File: src/rtl/z80f_pkg.sv
// ============================================================================
// Z80 ALU package
// Word types, action codes, flag bit masks and the carry/overflow lookup
// tables shared by the ALU core and the top level.
// ============================================================================
`default_nettype none

package z80f_pkg;

  // Flag byte layout: S Z 5 H 3 P/V N C
  localparam logic [7:0] F_C  = 8'h01;
  localparam logic [7:0] F_N  = 8'h02;
  localparam logic [7:0] F_PV = 8'h04;
  localparam logic [7:0] F_3  = 8'h08;
  localparam logic [7:0] F_H  = 8'h10;
  localparam logic [7:0] F_5  = 8'h20;
  localparam logic [7:0] F_Z  = 8'h40;
  localparam logic [7:0] F_S  = 8'h80;

  typedef enum logic [4:0] {
    ACT_ADD   = 5'd0,
    ACT_ADC   = 5'd1,
    ACT_SUB   = 5'd2,
    ACT_SBC   = 5'd3,
    ACT_AND   = 5'd4,
    ACT_XOR   = 5'd5,
    ACT_OR    = 5'd6,
    ACT_CP    = 5'd7,
    ACT_INC   = 5'd8,
    ACT_DEC   = 5'd9,
    ACT_RLC   = 5'd10,
    ACT_RRC   = 5'd11,
    ACT_RL    = 5'd12,
    ACT_RR    = 5'd13,
    ACT_SLA   = 5'd14,
    ACT_SLL   = 5'd15,
    ACT_SRA   = 5'd16,
    ACT_SRL   = 5'd17,
    ACT_BIT   = 5'd18,
    ACT_BITX  = 5'd19,
    ACT_ADD16 = 5'd20,
    ACT_ADC16 = 5'd21,
    ACT_SBC16 = 5'd22
  } action_t;

  // Indexed by {result bit, operand bit, accumulator bit}
  localparam logic [7:0] HC_ADD [8] = '{8'h00, F_H, F_H, F_H, 8'h00, 8'h00, 8'h00, F_H};
  localparam logic [7:0] HC_SUB [8] = '{8'h00, 8'h00, F_H, 8'h00, F_H, 8'h00, F_H, F_H};
  localparam logic [7:0] OV_ADD [8] = '{8'h00, 8'h00, 8'h00, F_PV, F_PV, 8'h00, 8'h00, 8'h00};
  localparam logic [7:0] OV_SUB [8] = '{8'h00, F_PV, 8'h00, 8'h00, 8'h00, 8'h00, F_PV, 8'h00};

  typedef struct packed {
    logic [4:0]  action;
    logic [7:0]  acc_in;
    logic [7:0]  operand;
    logic [7:0]  flags_in;
    logic [15:0] pair_in;
    logic [15:0] pair_operand;
    logic [2:0]  bit_select;
    logic [7:0]  addr_high;
  } z80f_in_t;

  typedef struct packed {
    logic [15:0] result;
    logic [7:0]  flags_out;
    logic        result_valid;
  } z80f_out_t;

  function automatic logic [7:0] sz53(input logic [7:0] r);
    sz53 = (r & (F_S | F_5 | F_3)) | ((r == 8'h00) ? F_Z : 8'h00);
  endfunction

  function automatic logic [7:0] sz53p(input logic [7:0] r);
    sz53p = sz53(r) | ((^r) ? 8'h00 : F_PV);
  endfunction

endpackage

`default_nettype wire

File: src/rtl/z80f_core.sv
// ============================================================================
// Z80 ALU core
// Combinational datapath: one action per word, result and new flag byte.
// ============================================================================
`default_nettype none

module z80f_core (
  input  z80f_pkg::z80f_in_t  op,
  output z80f_pkg::z80f_out_t res
);
  import z80f_pkg::*;

  logic [7:0]  a, v, f, ah;
  logic [15:0] hl, pv;
  logic        c;
  logic [8:0]  add8, sub8;
  logic [16:0] add16, sub16;
  logic [2:0]  k8_lo, k8_hi, k16_lo, k16_hi;
  logic [2:0]  ks8_lo, ks8_hi, ks16_lo, ks16_hi;
  logic [7:0]  r8;
  logic [15:0] r16;
  logic [7:0]  inc8, dec8;
  logic        tested;
  logic [7:0]  nf;
  logic [15:0] r;
  logic        valid;

  assign a  = op.acc_in;
  assign v  = op.operand;
  assign f  = op.flags_in;
  assign ah = op.addr_high;
  assign hl = op.pair_in;
  assign pv = op.pair_operand;
  assign c  = f[0];

  // Carry-in only for the with-carry forms
  assign add8  = {1'b0, a} + {1'b0, v} + {8'h00, (op.action == ACT_ADC) & c};
  assign sub8  = {1'b0, a} - {1'b0, v} - {8'h00, (op.action == ACT_SBC) & c};
  assign add16 = {1'b0, hl} + {1'b0, pv} + {16'h0000, (op.action == ACT_ADC16) & c};
  assign sub16 = {1'b0, hl} - {1'b0, pv} - {16'h0000, c};

  assign k8_lo   = {add8[3], v[3], a[3]};
  assign k8_hi   = {add8[7], v[7], a[7]};
  assign ks8_lo  = {sub8[3], v[3], a[3]};
  assign ks8_hi  = {sub8[7], v[7], a[7]};
  assign k16_lo  = {add16[11], pv[11], hl[11]};
  assign k16_hi  = {add16[15], pv[15], hl[15]};
  assign ks16_lo = {sub16[11], pv[11], hl[11]};
  assign ks16_hi = {sub16[15], pv[15], hl[15]};

  assign inc8   = a + 8'd1;
  assign dec8   = a - 8'd1;
  assign tested = a[op.bit_select];

  always_comb begin
    r8    = 8'h00;
    r16   = 16'h0000;
    nf    = f;
    valid = 1'b1;
    unique case (op.action)
      ACT_ADD, ACT_ADC: begin
        r8 = add8[7:0];
        nf = (add8[8] ? F_C : 8'h00) | HC_ADD[k8_lo] | OV_ADD[k8_hi] | sz53(r8);
      end
      ACT_SUB, ACT_SBC: begin
        r8 = sub8[7:0];
        nf = (sub8[8] ? F_C : 8'h00) | F_N | HC_SUB[ks8_lo] | OV_SUB[ks8_hi] | sz53(r8);
      end
      ACT_CP: begin
        // undocumented bits 3 and 5 follow the operand
        nf = (sub8[8] ? F_C : 8'h00) | F_N | HC_SUB[ks8_lo] | OV_SUB[ks8_hi]
           | (v & (F_3 | F_5)) | (sub8[7:0] & F_S)
           | ((sub8[7:0] == 8'h00) ? F_Z : 8'h00);
        valid = 1'b0;
      end
      ACT_AND: begin
        r8 = a & v;
        nf = F_H | sz53p(r8);
      end
      ACT_XOR: begin
        r8 = a ^ v;
        nf = sz53p(r8);
      end
      ACT_OR: begin
        r8 = a | v;
        nf = sz53p(r8);
      end
      ACT_INC: begin
        r8 = inc8;
        nf = (f & F_C) | ((inc8 == 8'h80) ? F_PV : 8'h00)
           | ((inc8[3:0] == 4'h0) ? F_H : 8'h00) | sz53(inc8);
      end
      ACT_DEC: begin
        r8 = dec8;
        nf = (f & F_C) | ((a[3:0] == 4'h0) ? F_H : 8'h00) | F_N
           | ((dec8 == 8'h7f) ? F_PV : 8'h00) | sz53(dec8);
      end
      ACT_RLC: begin
        r8 = {a[6:0], a[7]};
        nf = {7'h00, a[7]} | sz53p(r8);
      end
      ACT_RRC: begin
        r8 = {a[0], a[7:1]};
        nf = {7'h00, a[0]} | sz53p(r8);
      end
      ACT_RL: begin
        r8 = {a[6:0], c};
        nf = {7'h00, a[7]} | sz53p(r8);
      end
      ACT_RR: begin
        r8 = {c, a[7:1]};
        nf = {7'h00, a[0]} | sz53p(r8);
      end
      ACT_SLA: begin
        r8 = {a[6:0], 1'b0};
        nf = {7'h00, a[7]} | sz53p(r8);
      end
      ACT_SLL: begin
        r8 = {a[6:0], 1'b1};
        nf = {7'h00, a[7]} | sz53p(r8);
      end
      ACT_SRA: begin
        r8 = {a[7], a[7:1]};
        nf = {7'h00, a[0]} | sz53p(r8);
      end
      ACT_SRL: begin
        r8 = {1'b0, a[7:1]};
        nf = {7'h00, a[0]} | sz53p(r8);
      end
      ACT_BIT, ACT_BITX: begin
        nf = (f & F_C) | F_H
           | (((op.action == ACT_BIT) ? a : ah) & (F_3 | F_5))
           | (tested ? 8'h00 : (F_PV | F_Z))
           | (((op.bit_select == 3'd7) && tested) ? F_S : 8'h00);
        valid = 1'b0;
      end
      ACT_ADD16: begin
        r16 = add16[15:0];
        nf  = (f & (F_PV | F_Z | F_S)) | (add16[16] ? F_C : 8'h00)
            | (add16[15:8] & (F_3 | F_5)) | HC_ADD[k16_lo];
      end
      ACT_ADC16: begin
        r16 = add16[15:0];
        nf  = (add16[16] ? F_C : 8'h00) | (add16[15:8] & (F_3 | F_5 | F_S))
            | ((add16[15:0] == 16'h0000) ? F_Z : 8'h00)
            | OV_ADD[k16_hi] | HC_ADD[k16_lo];
      end
      ACT_SBC16: begin
        r16 = sub16[15:0];
        nf  = (sub16[16] ? F_C : 8'h00) | (sub16[15:8] & (F_3 | F_5 | F_S))
            | ((sub16[15:0] == 16'h0000) ? F_Z : 8'h00)
            | F_N | OV_SUB[ks16_hi] | HC_SUB[ks16_lo];
      end
      default: begin
        // undefined action: flags pass through, nothing written back
        nf    = f;
        valid = 1'b0;
      end
    endcase
  end

  always_comb begin
    priority if (op.action == ACT_ADD16 || op.action == ACT_ADC16 ||
                 op.action == ACT_SBC16) begin
      r = r16;
    end else begin
      r = {8'h00, r8};
    end
  end

  assign res.result       = r;
  assign res.flags_out    = nf;
  assign res.result_valid = valid;

endmodule

`default_nettype wire

File: src/rtl/z80_alu_with_flags.sv
// ============================================================================
// Z80 ALU with flags
// Registered ALU: input word register, combinational core, result register.
// ============================================================================
`default_nettype none

// One ALU operation per word. A word is taken on every clock edge where
// start is high. busy is always low, so a new word may be offered in every
// cycle and the block sustains one word per clock. The edge that takes a
// word loads the input register. The next edge loads the result register
// through the single combinational core. The result sits on res for exactly
// one cycle with done high, and it is accepted at the edge after that.
// There is no back-pressure, so the receiver must take it in that cycle.
// Results come out in the order the words went in. Compare and bit tests
// return result_valid low and a zero result. Unused action codes pass
// flags_in through unchanged.

module z80_alu_with_flags (
  input  wire                  clk,
  input  wire                  rst,
  input  wire                  start,
  output logic                 busy,
  input  z80f_pkg::z80f_in_t   op,
  output logic                 done,
  output z80f_pkg::z80f_out_t  res
);
  import z80f_pkg::*;

  // input stage
  z80f_in_t  op_q;
  logic      op_vld;
  // core output
  z80f_out_t res_next;

  // never stalls: the result register is overwritten every cycle
  assign busy = 1'b0;

  always_ff @(posedge clk) begin
    if (rst) begin
      op_vld <= 1'b0;
    end else begin
      op_vld <= start & ~busy;
    end
    op_q <= op;
  end

  z80f_core u_core (
    .op  (op_q),
    .res (res_next)
  );

  always_ff @(posedge clk) begin
    if (rst) begin
      done <= 1'b0;
    end else begin
      done <= op_vld;
    end
    res <= res_next;
  end

  // ---------------------------------------------------------------------
  // Checks
  // ---------------------------------------------------------------------

  // an accepted word always lands in the input stage
  a_take: assert property (@(posedge clk) disable iff (rst)
    (start && !busy) |=> op_vld)
    else $error("accepted word missing from input stage");

  // every word in the input stage leaves as a result on the next edge
  a_flow: assert property (@(posedge clk) disable iff (rst)
    op_vld |=> done)
    else $error("result strobe lost");

  // no strobe without a word behind it
  a_nofake: assert property (@(posedge clk) disable iff (rst)
    !op_vld |=> !done)
    else $error("result strobe without a word");

  // tests and undefined actions write nothing back and carry a zero result
  a_zero: assert property (@(posedge clk) disable iff (rst)
    (done && !res.result_valid) |-> (res.result == 16'h0000))
    else $error("non-written result is not zero");

  // a non-zero high byte only comes from pair arithmetic, which writes back
  a_hibyte: assert property (@(posedge clk) disable iff (rst)
    (done && (res.result[15:8] != 8'h00)) |-> res.result_valid)
    else $error("high byte set on a non-written result");

endmodule

`default_nettype wire

File: config.mk
export PLATFORM = sky130hd
export DESIGN_NAME = z80_alu_with_flags
export DESIGN_NICKNAME = d
export VERILOG_FILES = /design/src/rtl/z80f_pkg.sv /design/src/rtl/z80f_core.sv /design/src/rtl/z80_alu_with_flags.sv
export SDC_FILE = /design/constraint.sdc
export NUM_CORES = 1
export LEC_CHECK = 0
export ABC_AREA = 1
export BUFFER_PORTS_ARGS = -buffer_cell sky130_fd_sc_hd__buf_2
export CAP_MARGIN = 20
export CORE_MARGIN = 2
export CORE_UTILIZATION = 40
export CTS_BUF_LIST = sky130_fd_sc_hd__clkbuf_2
export CTS_CLUSTER_SIZE = 28
export DETAILED_ROUTE_END_ITERATION = 8
export GPL_TIMING_DRIVEN = 0
export PLACE_DENSITY_LB_ADDON = 0.05
export SLEW_MARGIN = 20
export SYNTH_ARGS = -nofsm -noshare
export SYNTH_HDL_FRONTEND = slang
export SYNTH_SLANG_ARGS = --single-unit
File: constraint.sdc
create_clock -name clk -period 3.29 [get_ports clk]
set_input_delay 0.658 -clock clk [delete_from_list [all_inputs] [get_ports clk]]
set_output_delay 0.658 -clock clk [all_outputs]
set_load 0.1 [all_outputs]
==> impl_metrics.env <==
export IMPL_htreeDepth=3
export IMPL_grt_max_degree=16
export IMPL_row_count=52
export IMPL_cts_tree="built"
export IMPL_grt_antenna_before_repair=4
export IMPL_netlist_area_sq_um=8100
export IMPL_core_area_sq_um=20000
export IMPL_ys_ff_latch=93
export IMPL_hold_viol_final=0
export IMPL_synthesis_instances=1248
export IMPL_grt_setup_unrepaired="true"
export IMPL_hold_class="in -> reg"
export IMPL_via_count=8191
export IMPL_die_area_sq_um=21400
export IMPL_drc=0
export IMPL_clkPwrFrac_pct=15.4
export IMPL_cts_buffer_depth=2
export IMPL_leakagePower_nw=5.13
export IMPL_die_width_um=146
export IMPL_cts_hold_buf=0
export IMPL_start_util_pct=40.4
export IMPL_ys_types=48
export IMPL_worstSkewPairLatency_ps=650
export IMPL_cp_required_ps=3860
export IMPL_place_hpwl_mm=22.2
export IMPL_clk_pin_slew_ps=260
export IMPL_switching_share_pct=47.5
export IMPL_totalWireLength_mm=26.8
export IMPL_crit_arrival_ps=3820
export IMPL_grt_pass1_vias=8060
export IMPL_yosys_warnings=0
export IMPL_path_max_fanout=2
export IMPL_grt_total_usage_pct=25.3
export IMPL_drtIter0Drc=456
export IMPL_holdWs_ps=75.8
export IMPL_ir_drop_uv=203
export IMPL_cp_end_kind="flip-flop"
export IMPL_die_h_um=146
export IMPL_grt_pass1_wl_mm=41.7
export IMPL_yosysSeqAreaShare_pct=23.0
export IMPL_synth_nets=1444
export IMPL_portBuffers=94
export IMPL_postSynthAreaPerCell_sq_um=6.49
export IMPL_areaGrowthSynthToFinish_pct=15.2
export IMPL_tightest_slew_ps=555
export IMPL_wl_per_cell_um=16.3
export IMPL_critical_path_class="reg -> reg"
export IMPL_setup_violations=0
export IMPL_drive_gt1_share_pct=15.4
export IMPL_fin_util_pct=46.5
export IMPL_worstSetupStartpointType="flip-flop"
export IMPL_tritoncts_num_buffers=9
export IMPL_dr_pass1_iters=5
export IMPL_drv_slew=0
export IMPL_io_pins=102
export IMPL_fmax_mhz=308
export IMPL_combPwrFrac_pct=47.4
export IMPL_status="finished clean"
export IMPL_power_switching_mw=1.62
export IMPL_place_gp_congestion=0.944
export IMPL_maxCapViolCount=0
export IMPL_period_minus_slack_ps=3240
export IMPL_clock_skew_ps=25.3
export IMPL_cts_sinks=93
export IMPL_total_power_mw=3.41
export IMPL_pre_cts_slack_ps=-728
export IMPL_p_int_mw=1.79
export IMPL_cts_root_buf="clkbuf_2"
export IMPL_grt_ovfl_total=0
export IMPL_vias_per_cell=4.98
export IMPL_worst_slack_ps=47.7
export IMPL_fillers=2250
export IMPL_finalCritPeriodShare_pct=98.6
export IMPL_power_per_cell_area_nw_per_um2=366
export IMPL_slew_headroom_pct=62.8
export IMPL_nets=1567
export IMPL_ant_nets=0
export IMPL_p_seq_share_pct=37.3
## cell usage in the layout (no fill, tap or decap), types with 5 or more instances in the layout
cell	n
nor2_1	111
dfxtp_2	7
nand3_2	5
nor2_2	11
inv_2	10
o221ai_1	5
a21oi_1	32
dfxtp_1	83
buf_4	21
o211ai_1	6
o21ai_0	24
o22ai_1	18
nand3_1	98
nand2_1	348
buf_2	100
fa_1	5
and2_1	5
nor3_1	13
nand2_2	11
inv_1	213
ha_1	112
xor2_1	20
nand4_1	27
clkbuf_2	10
xnor2_1	10
## cell usage after synthesis, drive strengths merged
master	number	area share, %
a211oi	3	0.28
a21o	1	0.093
a21oi	32	2.0
a22o	3	0.32
a22oi	1	0.093
a31oi	3	0.23
and2	5	0.39
buf	10	0.80
clkbuf	3	0.15
clkinv	2	0.11
conb	1	0.046
dfxtp	93	23
fa	8	2.0
ha	113	17
inv	227	11
nand2	360	17
nand3	104	6.6
nand3b	3	0.28
nand4	27	2.1
nor2	126	6.1
nor3	16	1.1
nor4	6	0.73
o2111ai	2	0.22
o211ai	6	0.56
o21a	2	0.19
o21ai	28	1.8
o21bai	3	0.28
o221ai	5	0.54
o22ai	18	1.4
o31ai	1	0.093
or2	5	0.39
xnor2	10	1.1
xor2	21	2.3
## flip-flops by register name, indices dropped and copies added, names as in the netlist
name,flops
op_vld,1
op_q,66
done,1
res,25
## worst max-delay path, cell delays in order, from the launching register on
cell,delay [ps]
dfxtp_4,420
inv_8,60
nand2_8,50
nor2_4,110
nand3_4,110
fa_1,520
inv_1,50
ha_2,160
or2_4,230
fa_2,340
or2_4,240
nand2_2,70
nand2_2,60
nand2_2,70
nand2_2,50
nand2_2,50
nand2_1,50
nand2_1,60
nand2_2,60
nand4_1,150
nand2_1,90
nor2_2,90
nand2_1,70
## cell families after synthesis
group | Yosys count | synth area share, %
xor gates and xnor gates | 31 | 3.35
other | 1 | 0.0463
AOI/OAI and AO/OA | 108 | 8.03
and+or+nand+nor | 652 | 34.5
DFF | 93 | 23.0
buffers and inverters | 242 | 11.6
adders and majority gates | 121 | 19.4
## power by group through the flow
stage,clock (mW),sequential [mW],combinational [mW]
2_1_floorplan,0,1.58,0.868
3_3_place_gp,0,1.29,1.54
3_5_place_dp,0,1.29,1.54
4_1_cts,0.562,1.27,1.59
5_1_grt,0.591,1.28,1.78
6_report,0.524,1.27,1.62
## metrics by stage
step / cells / area, sq um / TNS, ps
floorplan: 1248 / 8100 / 0
CTS: 1636 / 9200 / -161
global placement: 1612 / 8910 / -4660
finish: 1646 / 9330 / 0
detailed placement: 1612 / 8910 / -4860
global route: 1646 / 9330 / -218
## worst paths after layout
kind            start  endpoint  slack, ps  cells after the start
max reg2reg  op_q[71]    res[7]         50                     22
max          op_q[71]    res[7]         50                     22
min reg2reg    op_vld      done        420                      2
min            op[55]  op_q[55]         80                      1
## repair_timing
item	in CTS	in global routing
pin swaps	11	14
hold endpoints to repair	0	0
setup endpoints to repair	15	11
resized for setup	44	21
cloned	0	0
setup buffers	10	11
## area by class of cell
class | count | area (sq um) | share of cell area [%]
Timing Repair Buffer | 114 | 621 | 6.66
Antenna cell | 1 | 2.50 | 0.0268
Clock buffer | 9 | 45.0 | 0.483
Clock inverter | 6 | 40.0 | 0.429
Inverter | 229 | 883 | 9.47
Tap cell | 270 | 338 | 3.62
Buffer | 11 | 65.1 | 0.698
Sequential cell | 93 | 1880 | 20.2
Multi-Input combinational cell | 913 | 5450 | 58.4
## layer usage
| layer | GRT usage, % | wire (um) | up-vias |
|---|---|---|---|
| li1 | - | - | 4199 |
| met1 | 28.4 | 10900 | 3690 |
| met2 | 46.1 | 13400 | 220 |
| met3 | 4.50 | 1250 | 76 |
| met4 | 12.6 | 1220 | 6 |
| met5 | 0 | 34 | - |
Note: power is estimated with default switching activity, not from simulation.
